File: config.mk
export PLATFORM = sky130hd
export DESIGN_NAME = sdmm_div
export DESIGN_NICKNAME = d
export VERILOG_FILES = /design/src/sv/sdmm_pkg.sv /design/src/sv/sdmm_div.sv
export SDC_FILE = /design/constraint.sdc
export NUM_CORES = 1
export LEC_CHECK = 0
export BUFFER_PORTS_ARGS = -buffer_cell sky130_fd_sc_hd__buf_2
export CAP_MARGIN = 40
export CORE_UTILIZATION = 56
export CTS_CLUSTER_SIZE = 25
export DETAILED_ROUTE_END_ITERATION = 7
export PLACE_DENSITY = 0.85
export REMOVE_ABC_BUFFERS = 1
export SLEW_MARGIN = 0
export SYNTH_ARGS = -nofsm -noshare
export SYNTH_HDL_FRONTEND = slang
export SYNTH_SLANG_ARGS = --single-unit
File: constraint.sdc
create_clock -name clk -period 4.7 [get_ports clk]
set_input_delay 1.175 -clock clk [delete_from_list [all_inputs] [get_ports clk]]
set_output_delay 1.175 -clock clk [all_outputs]
set_load 0.05 [all_outputs]
File: src/sv/sdmm_pkg.sv
// Shared constants, codes and inter-module types of the sparse-dense multiply core.
package sdmm_pkg;

	// Matrix geometry and number format
	localparam int MAX_INNER    = 64;
	localparam int MAX_OUT_COLS = 16;
	localparam int FRAC_BITS    = 8;

	localparam int VAL_W   = 16;
	localparam int ROW_W   = 16;
	localparam int INNER_W = $clog2(MAX_INNER);     // dense row / cur_inner bits
	localparam int COL_W   = $clog2(MAX_OUT_COLS);  // result column bits
	localparam int ADDR_W  = INNER_W + COL_W;
	localparam int DEPTH   = MAX_INNER * MAX_OUT_COLS;
	localparam int DVD_W   = 17;                    // cur_inner + index_step, no wrap
	localparam int DSR_W   = 7;                     // inner size register width
	localparam int CNT_W   = $clog2(DVD_W + 1);
	localparam int PROD_W  = 2 * VAL_W;

	// Stream and configuration widths
	localparam int S_DATA_W = 48;
	localparam int M_DATA_W = 40;
	localparam int CFG_A_W  = 1;
	localparam int CFG_D_W  = 7;

	// Register indexes
	localparam logic [CFG_A_W-1:0] REG_INNER_SIZE = 1'b0;
	localparam logic [CFG_A_W-1:0] REG_OUT_COLS   = 1'b1;

	// Item kinds carried on tuser
	localparam logic ACT_LOAD   = 1'b0;
	localparam logic ACT_SPARSE = 1'b1;

	// Divider result
	typedef struct packed {
		logic               done;
		logic [DVD_W-1:0]   quo;
		logic [INNER_W-1:0] rem;
	} div_res_t;

	// One column operand pair entering the multiplier
	typedef struct packed {
		logic                    vld;
		logic [COL_W-1:0]        col;
		logic                    last;
		logic signed [VAL_W-1:0] a;
		logic signed [VAL_W-1:0] b;
	} mac_req_t;

	// Scaled product leaving the multiplier
	typedef struct packed {
		logic             vld;
		logic [COL_W-1:0] col;
		logic             last;
		logic [VAL_W-1:0] term;
	} mac_res_t;

endpackage

File: src/sv/sdmm_div.sv
// Restoring divider, one quotient bit per cycle: position sum over inner size.
module sdmm_div (
	input  logic                        clk,
	input  logic                        arst_n,
	input  logic                        start,
	input  logic [sdmm_pkg::DVD_W-1:0]  dividend,
	input  logic [sdmm_pkg::DSR_W-1:0]  divisor,
	output sdmm_pkg::div_res_t          res
);

	logic                        busy_q;
	logic                        done_q;
	logic [sdmm_pkg::CNT_W-1:0]  cnt_q;
	logic [sdmm_pkg::DVD_W-1:0]  dvd_q;
	logic [sdmm_pkg::DSR_W-1:0]  dsr_q;
	logic [sdmm_pkg::DSR_W-1:0]  rem_q;
	logic [sdmm_pkg::DSR_W-1:0]  trial;
	logic                        ge;

	// Shift in the next dividend bit; remainder stays below the divisor (<= 64)
	assign trial = {rem_q[sdmm_pkg::DSR_W-2:0], dvd_q[sdmm_pkg::DVD_W-1]};
	assign ge    = (trial >= dsr_q);

	always_ff @(posedge clk or negedge arst_n) begin
		if (!arst_n) begin
			busy_q <= 1'b0;
			done_q <= 1'b0;
			cnt_q  <= '0;
		end else begin
			done_q <= 1'b0;
			if (start) begin
				busy_q <= 1'b1;
				cnt_q  <= sdmm_pkg::CNT_W'(sdmm_pkg::DVD_W);
			end else if (busy_q) begin
				cnt_q <= cnt_q - 1'b1;
				if (cnt_q == sdmm_pkg::CNT_W'(1)) begin
					busy_q <= 1'b0;
					done_q <= 1'b1;
				end
			end
		end
	end

	// Datapath
	always_ff @(posedge clk) begin
		if (start) begin
			dvd_q <= dividend;
			dsr_q <= divisor;
			rem_q <= '0;
		end else if (busy_q) begin
			rem_q <= ge ? (trial - dsr_q) : trial;
			dvd_q <= {dvd_q[sdmm_pkg::DVD_W-2:0], ge};
		end
	end

	assign res.done = done_q;
	assign res.quo  = dvd_q;
	assign res.rem  = rem_q[sdmm_pkg::INNER_W-1:0];

endmodule

==> metrics <==
Final Hold Vio Count=0; area of the multi-input gates=776 um2; global-route wire length before repair=5.67 mm; most common cell in the netlist=edfxtp_1; largest family of logic cells by synthesized area=multiplexers; crit path buf inv count=1; CP required=3.52 ns; Resized cells post-CTS=0; fin crit share=47.6%; CP max stage delay=0.42 ns; Synth Area in Compound Gates=8.33%; ANT nets after route=0; largest net degree at the start of global routing=between 40 and 50; DRC violations left=0; Distinct cells, synth=34; Synth area leader=edfxtp_1; VDD IR-drop max=302 uV; hold path endpoint=rem_q[2]$_SDFFE_PP0P_; critical-path cell list=buf_2; FF/Latch Area=0.00102 mm2; CTS clk-pin slew, worst paths=0.12 ns; Synth async-reset ratio=roughly a fifth; grt total ovfl=0; share of cells above drive strength 1=39.4%; total detailed-routing wirelength=~3.5 mm; Power Density=around 560 mW/mm2; number of flops mapped to enable cells by yosys=24; Worst R2R End=rem_q[4]$_SDFFE_PP0P_; Main synth FF type=edfxtp_1; critical path's top delay family=flip-flops; post-layout min period=between 2 and 2.5 ns; final worst setup slack=2.46 ns; Die Wd=between 50 and 60 um; die extent in y=59.7 um; CTS tree=done; site row count=20; Slowest-stage cell, CP=dfxtp_1; XOR/XNOR Fraction of Synth Area=3.29%; simple-gate share of the synthesized area=9.74%; I/O pins=51; RD Place Congestion=0.856; buffer count from post-CTS setup fixing=0; Yosys top cell area share=about two fifths; mapped cell area=0.00186 mm2; Reg2Reg Launch Point=dvd_q[16]$_DFFE_PP_; Starting Density=60.0%; CP startpoint kind=flop; 1st-pass router iterations=4; Max-slew headroom=49.3%; Min-Delay Path Class=reg2reg; Max-cap violations=0; Initial DRC Count=77; critical path class=reg2out; list of most frequent post-synthesis cells=edfxtp_1, mux2_2, nor2_1; Post-Synthesis Cells=151; worst-path maximum fanout=4; Fillers=237; Total Power=1.24 mW; Synth Register Bits=37; vias per cell=5.32; gr usage total=between 20% and 30%; routed wire length per instance=14.0 um; setup_tns=0 ns; PortBufs=50; clk_lat worst skew=0.35 ns; hold path depth=2; clk sink count=37; post-synthesis sequential area ratio=54.5%; deepest clock path buffer count=2; syn avg cell area=12.3 um2; Inserted Clock Buffers=5; Reg2Reg Depth=8; n_diodes=0; pre-CTS setup slack=2.08 ns; Least-Margin Pin Slew=between 0.7 and 0.8 ns; Leakage=roughly 0.96 nW; outcome=complete, no violations; dominant cells by area after synthesis=edfxtp_1, mux2_2, dfrtp_1; hpwl dp=roughly 2.5 mm; RSZ-0062 raised after global routing=false; area grow syn2layout=18.2%; # setup viols final=0; area of the core=slightly above 0.003 mm2; total number of vias=1315; Fmax=0.447 GHz; r2r setup slk=2.71 ns; CP arrival=1.06 ns; Root Buffer=clkbuf_4; Die ar.=0.00356 mm2; final-stage net count=240; fraction of synthesized area in multiplexers=12.5%; HP Start=rem_q[2]$_SDFFE_PP0P_; vias in the first global route=1320; kind of end point of the critical path=primary output; Hold Buf Count CTS=0; initial antenna violation count=0; Max Slew Vio Count=0; share of synthesized cell area in full adder, half adder and majority cells=7.79%; yosys warns=0; H-Tree Level Count=2; Clock Skew=a little under 0.009 ns
-- kinds of logic after synthesis --
family	count (synthesis)
DFF	37
and+or+nand+nor	35
AOI/OAI and AO/OA	22
muxes	21
buffers and inverters	18
adders and majority gates	11
xor gates and xnor gates	7
-- metal layers --
metal	track usage (%)	routed length, um	up-vias	part of all wire (%)
met5	0	0	-	0
li1	-	-	643	-
met3	6.93	200	6	5.8
met1	26.6	1460	624	42
met2	36.5	1760	42	51
met4	8.64	42	0	1.2
-- sequential cells by signal (all words and copies together), names as in the netlist --
| name | cells |
|---|---|
| cnt_q | 5 |
| busy_q | 1 |
| done_q | 1 |
| dsr_q | 7 |
| rem_q | 6 |
| dvd_q | 17 |
-- cells in the final DEF, fill, tap and decap left out --
cell type and count:
buf_2 50, clkinvlp_4 3, nor2b_1 1, xnor2_1 4, o21ai_0 4, o21bai_4 1, nor2_1 14, nand2_1 5
clkbuf_4 5, nand4_1 1, edfxtp_1 24, dfrtp_1 7, nand2b_1 6, nor4b_1 1, nor3_1 1, o311ai_0 2
dfxtp_1 6, nor3b_1 2, a21oi_1 5, a31oi_1 1, a211oi_1 5, or4b_2 1, fa_1 1, inv_1 12
o21a_1 1, mux2_2 18, or3b_2 1, a21o_1 2, or3_1 1, xor2_1 3, a22oi_1 1, or2_2 1
mux2i_1 3, ha_1 10
-- per-stage QoR --
stage,hold WS [ns],util (%),cells,cell area [um2]
after floorplan,0.485,-,145,1840
after global placement,0.507,69.0,239,2140
after detailed placement,0.517,69.0,239,2140
after CTS,0.536,71.0,247,2200
after global routing,0.562,71.0,247,2200
final,0.538,71.0,247,2200
-- power breakdown --
group | total [mW] | leakage (nW) | internal, mW | switching, mW
registers | 0.504 | 0.382 | 0.437 | 0.0679
logic | 0.561 | 0.559 | 0.190 | 0.371
clock network | 0.171 | 0.0234 | 0.0578 | 0.114
total | 1.24 | 0.964 | 0.684 | 0.553
-- cell type report --
class	count	share of cell area [%]
Multi-Input combinational cell	96	35.2
Timing Repair Buffer	50	11.4
Clock buffer	5	1.70
Clock inverter	3	1.02
Inverter	12	2.05
Sequential cell	37	46.1
Tap cell	44	2.50
-- worst max-delay path by stage --
stage                     startpoint                     to  slack (ns)  cells after the start
2_1_floorplan    dvd_q[16]$_DFFE_PP_  rem_q[4]$_SDFFE_PP0P_        2.52                      8
3_3_place_gp                   start     dvd_q[0]$_DFFE_PP_        2.11                      2
3_5_place_dp                   start     dvd_q[2]$_DFFE_PP_        2.08                      2
4_1_cts        rem_q[1]$_SDFFE_PP0P_                 res[1]        2.45                      1
5_1_grt                        start     dvd_q[3]$_DFFE_PP_        2.37                      2
6_report       rem_q[1]$_SDFFE_PP0P_                 res[1]        2.46                      1
Power figures use the tool's default switching activity.
