--- config.mk ---
export PLATFORM = sky130hd
export DESIGN_NAME = sdmm_mac
export DESIGN_NICKNAME = d
export VERILOG_FILES = /design/src/sv/sdmm_pkg.sv /design/src/sv/sdmm_mac.sv
export SDC_FILE = /design/constraint.sdc
export NUM_CORES = 1
export LEC_CHECK = 0
export BUFFER_PORTS_ARGS = -buffer_cell sky130_fd_sc_hd__buf_2
export CORE_MARGIN = 5
export CORE_UTILIZATION = 60
export DETAILED_ROUTE_END_ITERATION = 16
export PLACE_DENSITY_LB_ADDON = 0.12
export SETUP_SLACK_MARGIN = 0.05
export SLEW_MARGIN = 25
export SYNTH_ARGS = -nofsm -noshare
export SYNTH_HDL_FRONTEND = slang
export SYNTH_SLANG_ARGS = --single-unit
--- constraint.sdc ---
create_clock -name clk -period 0.8 [get_ports clk]
set_input_delay 0.04 -clock clk [delete_from_list [all_inputs] [get_ports clk]]
set_output_delay 0.04 -clock clk [all_outputs]
set_load 0.02 [all_outputs]
--- src/sv/sdmm_pkg.sv ---
// Shared constants, codes and inter-module types of the sparse-dense multiply core.
package sdmm_pkg;

	// Matrix geometry and number format
	localparam int MAX_INNER    = 64;
	localparam int MAX_OUT_COLS = 16;
	localparam int FRAC_BITS    = 8;

	localparam int VAL_W   = 16;
	localparam int ROW_W   = 16;
	localparam int INNER_W = $clog2(MAX_INNER);     // dense row / cur_inner bits
	localparam int COL_W   = $clog2(MAX_OUT_COLS);  // result column bits
	localparam int ADDR_W  = INNER_W + COL_W;
	localparam int DEPTH   = MAX_INNER * MAX_OUT_COLS;
	localparam int DVD_W   = 17;                    // cur_inner + index_step, no wrap
	localparam int DSR_W   = 7;                     // inner size register width
	localparam int CNT_W   = $clog2(DVD_W + 1);
	localparam int PROD_W  = 2 * VAL_W;

	// Stream and configuration widths
	localparam int S_DATA_W = 48;
	localparam int M_DATA_W = 40;
	localparam int CFG_A_W  = 1;
	localparam int CFG_D_W  = 7;

	// Register indexes
	localparam logic [CFG_A_W-1:0] REG_INNER_SIZE = 1'b0;
	localparam logic [CFG_A_W-1:0] REG_OUT_COLS   = 1'b1;

	// Item kinds carried on tuser
	localparam logic ACT_LOAD   = 1'b0;
	localparam logic ACT_SPARSE = 1'b1;

	// Divider result
	typedef struct packed {
		logic               done;
		logic [DVD_W-1:0]   quo;
		logic [INNER_W-1:0] rem;
	} div_res_t;

	// One column operand pair entering the multiplier
	typedef struct packed {
		logic                    vld;
		logic [COL_W-1:0]        col;
		logic                    last;
		logic signed [VAL_W-1:0] a;
		logic signed [VAL_W-1:0] b;
	} mac_req_t;

	// Scaled product leaving the multiplier
	typedef struct packed {
		logic             vld;
		logic [COL_W-1:0] col;
		logic             last;
		logic [VAL_W-1:0] term;
	} mac_res_t;

endpackage

--- src/sv/sdmm_mac.sv ---
// Shared fixed-point multiplier: registered product, arithmetic shift, 16-bit wrap.
module sdmm_mac (
	input  logic                clk,
	input  logic                arst_n,
	input  sdmm_pkg::mac_req_t  req,
	output sdmm_pkg::mac_res_t  res
);

	logic                              vld_s2;
	logic                              last_s2;
	logic [sdmm_pkg::COL_W-1:0]        col_s2;
	logic signed [sdmm_pkg::PROD_W-1:0] prod_s2;

	always_ff @(posedge clk or negedge arst_n) begin
		if (!arst_n) begin
			vld_s2 <= 1'b0;
		end else begin
			vld_s2 <= req.vld;
		end
	end

	// Exact 32-bit product, operands tagged with their column
	always_ff @(posedge clk) begin
		last_s2 <= req.last;
		col_s2  <= req.col;
		prod_s2 <= req.a * req.b;
	end

	// floor(p / 2^FRAC_BITS) keeps bits FRAC_BITS and up; low 16 bits survive
	assign res.vld  = vld_s2;
	assign res.col  = col_s2;
	assign res.last = last_s2;
	assign res.term = prod_s2[sdmm_pkg::FRAC_BITS +: sdmm_pkg::VAL_W];

endmodule

==> results by group, run 1 <==
Detailed routing
  • Total routed wire length on the met1 layer: 7.516 mm
  • Uppermost metal layer occupied by signal nets: met4
  • Via count: 6,381
  • Met3 wire len: 927 µm
  • Number of vias per cell after detailed routing: 5.226
  • Detailed-route wire length per cell: 17.58 µm
  • DRC violations left: 0
  • Violation count after the first detailed-route iteration: 320
  • Total met2 wirelength after detailed routing: 11.60 mm
  • Pre-antenna DRT Iters: 5
  • Overall routed net length: 21.47 mm
  • Antenna violation net count after detailed routing: 0

Timing
  • Final Hold Viols: 0
  • Tightest slew margin relative to the limit: 76.70%
  • Final worst setup slack: -4017 ps
  • Actual slew at the worst max-slew pin: 347.0 ps
  • Part of the cycle the worst path needs: 602.1%
  • Time the worst path needs with I/O delays and setup: 4817 ps
  • Sum Neg Setup Slack: -59,440 ps
  • Endpoints failing setup: 17
  • Number of slew-limit violations in the final report: 0
  • Setup repair after global routing missed its margin: yes
  • Max Clk Rate: 0.2076 GHz

CTS
  • Reg clk slew, reported paths: 70 ps
  • Clock sinks: 22
  • TritonCTS clock tree: done
  • CTS H-tree lvls: 1
  • Root buffer selected by CTS: clkbuf_16
  • Number of CTS-inserted buffers: 3
  • Clock buffer depth: 2

Placement
  • Placement Cell Area: 0.009259 mm²
  • Placement Setup Slack: -4404 ps
  • Routability cong.: 0.8833
  • HPWL after DPL: 16.55 mm
  • Port bufs: 61

Logic synthesis
  • Number of flip-flops and latches in the synthesized netlist: 22
  • Number of warnings reported in the yosys synthesis log: 0
  • Cell types occupying the most area after synthesis: fa_1 47%, inv_1 11%, ha_1 11%, and2_1 7.5%, nand2_1 6.0%
  • Netlist area before placement: 0.007915 mm²
  • Async set-or-reset flop fraction in the synthesized netlist: 4.545%
  • Most numerous cell in the Yosys netlist: inv_1
  • Most frequent cells after synthesis: 234 x inv_1, 186 x fa_1, 127 x nand2_1
  • Top flip-flop cell by instance count after synthesis: dfxtp_1
  • Dominant cell type by area after synthesis: fa_1
  • Nets in the synthesized netlist: 1,173
  • Number of flops mapped to enable cells by yosys: 0
  • Fraction of post-synthesis cell area in the top cell type by area: 47.04%
  • Synth Instances: 877
  • Count of different cell masters after synthesis: 33
  • Sequential share of the synthesized area: 5.628%
  • Mean Syn Cell Area: 9.025 µm²

Worst setup path
  • Start-to-end type of the worst setup path: in -> reg
  • Slowest library cell on the worst path: fa_1
  • Library cell appearing most often on the critical path: fa_1
  • Critical path's largest stage delay: 540 ps
  • CP cell instances: buf_12, nand2_4, fa_1, fa_1, inv_1, fa_1, inv_2, fa_1, fa_1, fa_1, inv_2, ha_4, o21a_1, o21a_1, a32o_2, buf_6, o31ai_4, o21bai_1, xor2_1
  • Kind of launch point of the worst setup path: input port
  • Worst Path Arrival: 4950 ps
  • Crit-path max FO: 5
  • Top delay family on crit path: adder cells
  • CP Data Required Time: 930 ps
  • Crit end category: flip-flop
  • Buffers and inverters on the worst path: 5

Finish
  • Area growth, synth to finish: 32.47%
  • Final net count: 1,342
  • Cell area after layout: 0.01049 mm²
  • FILL cells: 802
  • Fraction of layout cells with a size suffix above 1: 30.72%
  • Utilization of the core after routing: 80.13%
  • Area used by multi-input combinational logic: 0.006894 mm²
  • Total area of sequential cells: 470.5 µm²
  • Inserted Diodes: 0

GRT
  • Largest net degree at the start of global routing: 14
  • Global-route usage over all layers: 28.81%
  • Initial antenna violation count: 0
  • Via count of the first global-routing pass: 7,581
  • GRT overflow: 0
  • First-pass GRT wire length: 36.10 mm

Outcome
  • Violations in the final reports: setup timing
  • Result of the run: finished, violations left

Flow run
  • Max-cap violation count: 0

Floorplanning
  • Area of the core: 0.01309 mm²
  • DIE WIDTH: 124.9 µm
  • Die Outline Area: 0.01559 mm²
  • Effective utilization at floorplan: 60.49%
  • I/O pin count: 62
  • Overall die height: 124.9 µm
  • Placement row count: 42

Min path
  • Min-Delay Path Class: in -> async
per-stage QoR:
stage                     std cells  hold WS (ps)
after global routing           1221         88.71
after floorplan                 877        -255.6
after detailed placement       1184        -183.1
after global placement         1184        -186.1
after CTS                      1215         70.58
final                          1221         89.34
registers in the layout, summed over array words and instances, names as in the netlist:
register	count
last_s2	1
vld_s2	1
prod_s2	16
col_s2	4
worst paths after layout:
kind,depth (start not counted),from,to
setup / recovery,19,req[2],prod_s2[19]
hold / removal,2,arst_n,vld_s2
max in group asynchronous,2,arst_n,vld_s2
min in group clk,2,req[35],col_s2[2]
per-layer routing:
metal,vias up,track usage (%)
met3,97,3.388
met1,3221,32.29
met2,211,53.15
met4,0,15.56
met5,-,0
li1,2852,-
area by class of cell:
cell class / instances / area share (%)
multi-input cells: 587 / 65.75
inverters: 234 / 8.377
flip-flops and latches: 22 / 4.487
clock inverters: 1 / 0.2864
well taps: 176 / 2.100
repair buffers: 198 / 18.28
clock buffers: 3 / 0.7160
logic make-up after synthesis:
family / Yosys count / share of synthesized area (%)
mux: 1 / 0.1265
compound gates: 44 / 4.142
buf+inv: 268 / 12.80
xor+xnor: 36 / 3.984
simple gates: 250 / 15.21
fa+ha+maj: 256 / 58.11
flops: 22 / 5.627
cell usage in the layout, fill, tap and decap left out, types with 4 or more instances in the layout:
master         synthesis  layout
xor2_1                 9       9
nand2b_1               4       4
and2_4                 0      15
xnor2_1               27      23
fa_1                 186     174
buf_12                 0      14
xnor2_2                0       4
buf_2                  0      15
inv_1                234     214
a21oi_1               13       6
and2_1                95      80
buf_6                  0      42
nand2_1              127     111
ha_4                   0      14
dlygate4sd3_1          0       7
clkbuf_16              0       4
ha_1                  70      54
a21o_1                 8       8
fa_2                   0      12
dfxtp_2                0      20
buf_4                  2     113
nor2_1                14       9
nand2_2                0      11
a21oi_2                0       5
nand2_4                0       5
inv_2                  0      20
repair_timing:
item                                    in CTS  in global routing
gates cloned                                 4                  1
pin swaps                                   55                 29
gates resized for setup                    181                 60
setup buffers                               16                  5
hold buffers                                 7                  0
endpoints found under the setup margin      37                 37
endpoints found under the hold margin        7                  0
Power of run 1 is not shown: default switching activity piles up to over one toggle a cycle in this logic, so the estimate is an artifact.
==> inputs of run 2 (changes only) <==
- GPL_TIMING_DRIVEN: not set -> 0
==> results by group, run 2 (synthesis gave the netlist of run 1 again) <==
Finish
  • Register containing the most flip-flops in the final layout: prod_s2
  • Leading cell types in the layout, fill and taps excluded: 215 x inv_1, 177 x fa_1, 114 x nand2_1
  • Final net count: 1,304
  • Largest registers ranked by flip-flop count: prod_s2 (16), col_s2 (4)
  • Max reg flops: 16
  • Most frequent standard cell in the layout excluding fill and tap cells: inv_1
  • Non-Filler Instances: 1,183
  • Fraction of layout cells with a size suffix above 1: 26.42%
  • Area growth, synth to finish: 29.86%
  • Inserted Diodes: 0

CTS
  • Reg clk slew, reported paths: 70 ps
  • Clock buffer depth: 2
  • Root buffer selected by CTS: clkbuf_16
  • TritonCTS clock tree: done
  • Clock sinks: 22
  • Number of CTS-inserted buffers: 3
  • CTS H-tree lvls: 1

Timing
  • Sum Neg Setup Slack: -59,060 ps
  • Number of slew-limit violations in the final report: 0
  • Tightest slew margin relative to the limit: 68.75%
  • Final worst setup slack: -4113 ps
  • Time the worst path needs with I/O delays and setup: 4913 ps
  • Actual slew at the worst max-slew pin: 468.8 ps
  • Endpoints failing setup: 17
  • Setup repair after global routing missed its margin: yes
  • Final Hold Viols: 0
  • Part of the cycle the worst path needs: 614.1%
  • Max Clk Rate: 0.2035 GHz

Worst setup path
  • Kind of launch point of the worst setup path: input port
  • Crit end category: flip-flop
  • Start-to-end type of the worst setup path: in -> reg
  • Timing startpoint of the critical path: req[5]
  • Critical path endpoint: prod_s2[21]
  • Crit-path max FO: 6
  • Worst Path Arrival: 5070 ps
  • CP Data Required Time: 950 ps

GRT
  • First-pass GRT wire length: 35.21 mm
  • Via count of the first global-routing pass: 7,026
  • GR Layer Usage met2: 50.67%
  • GRT overflow: 0
  • Busiest layer in global routing: met2
  • Initial antenna violation count: 0
  • Global-route usage over all layers: 28.66%
  • Met3 demand-to-capacity share in global routing: 4.417%
  • Largest net degree at the start of global routing: 14
  • Met1 Resource Use GR: 34.79%

Floorplanning
  • I/O pin count: 62
  • DIE WIDTH: 124.9 µm
  • Die Outline Area: 0.01559 mm²
  • Placement row count: 42
  • Area of the core: 0.01309 mm²
  • Overall die height: 124.9 µm
  • Effective utilization at floorplan: 60.49%

Detailed routing
  • Via count: 6,272
  • Antenna violation net count after detailed routing: 0
  • Number of vias per cell after detailed routing: 5.302
  • Violation count after the first detailed-route iteration: 404
  • Pre-antenna DRT Iters: 5
  • Detailed-route wire length per cell: 17.98 µm
  • DRC violations left: 0
  • Overall routed net length: 21.28 mm

Placement
  • Placed Cells incl. Taps: 1,110
  • Routability cong.: 0.9246
  • Port bufs: 57
  • HPWL after DPL: 15.82 mm

Flow run
  • Max-cap violation count: 0

Min path
  • Min-Delay Path Class: in -> async

Outcome
  • Violations in the final reports: setup timing
  • Result of the run: finished, violations left
==> run 2: changes by cell type in the layout (fill, tap and decap cells not counted), sizes merged <==
cell / change
buf: -67
bufbuf: -1
clkbuf: +30
==> run 2: layout make-up <==
| type | count | area, µm² |
|---|---|---|
| timing repair buffer | 128 | 1187 |
| sequential | 22 | 470.5 |
| tap | 176 | 220.2 |
| multi-input combinational | 587 | 6842 |
| clock buffer | 3 | 75.07 |
| fill | 838 | 2806 |
| clock inverter | 1 | 30.03 |
| buffer | 32 | 575.6 |
| inverter | 234 | 878.3 |
==> run 2: critical path, cell delays in order <==
cell and delay (ps):
buf_12 110, clkbuf_16 150, buf_6 120, and2_4 130, fa_2 540, inv_2 40, fa_2 530, inv_2 40
ha_4 140, fa_1 470, fa_1 540, inv_2 40, fa_1 510, inv_2 50, ha_4 150, a21o_1 180
a21oi_2 170, o21ai_1 90, a32o_2 300, buf_4 160, o31ai_4 220, o21ai_1 90, o211a_1 210
==> run 2: repair_timing <==
item                                   CTS  global route
pin swaps                               58            43
hold buffers                             7             0
resized for setup                      170            57
endpoints found under the hold margin    7             0
cloned                                   4             0
setup endpoints to repair               38            38
setup buffers                           46            14
==> run 2: per-layer routing <==
| metal | vias to the layer above | part of all wire (%) |
|---|---|---|
| li1 | 2778 | - |
| met1 | 3138 | 36 |
| met2 | 281 | 51 |
| met3 | 75 | 7.7 |
| met4 | 0 | 5.3 |
| met5 | - | 0 |
==> run 2: worst min path at each step <==
| stage | cells past startpoint | slack [ps] | to | startpoint |
|---|---|---|---|---|
| floorplan | 0 | -260 | vld_s2 | arst_n |
| global placement | 1 | -190 | vld_s2 | arst_n |
| detailed placement | 1 | -180 | vld_s2 | arst_n |
| CTS | 2 | 60 | vld_s2 | arst_n |
| global route | 2 | 100 | vld_s2 | arst_n |
| finish | 2 | 70 | vld_s2 | arst_n |
==> run 2: stage by stage <==
stage | setup WS [ps] | utilization, % | cell area, µm² | hold WS [ps]
final | -4113 | 78.55 | 10280 | 71.87
after global routing | -4280 | 78.55 | 10280 | 95.06
after CTS | -4096 | 76.64 | 10030 | 62.60
after detailed placement | -4700 | 67.35 | 8812 | -181.9
after global placement | -4659 | 67.35 | 8812 | -185.0
after floorplan | -3981 | - | 8307 | -255.6
Power of run 2 is left out for the same reason.
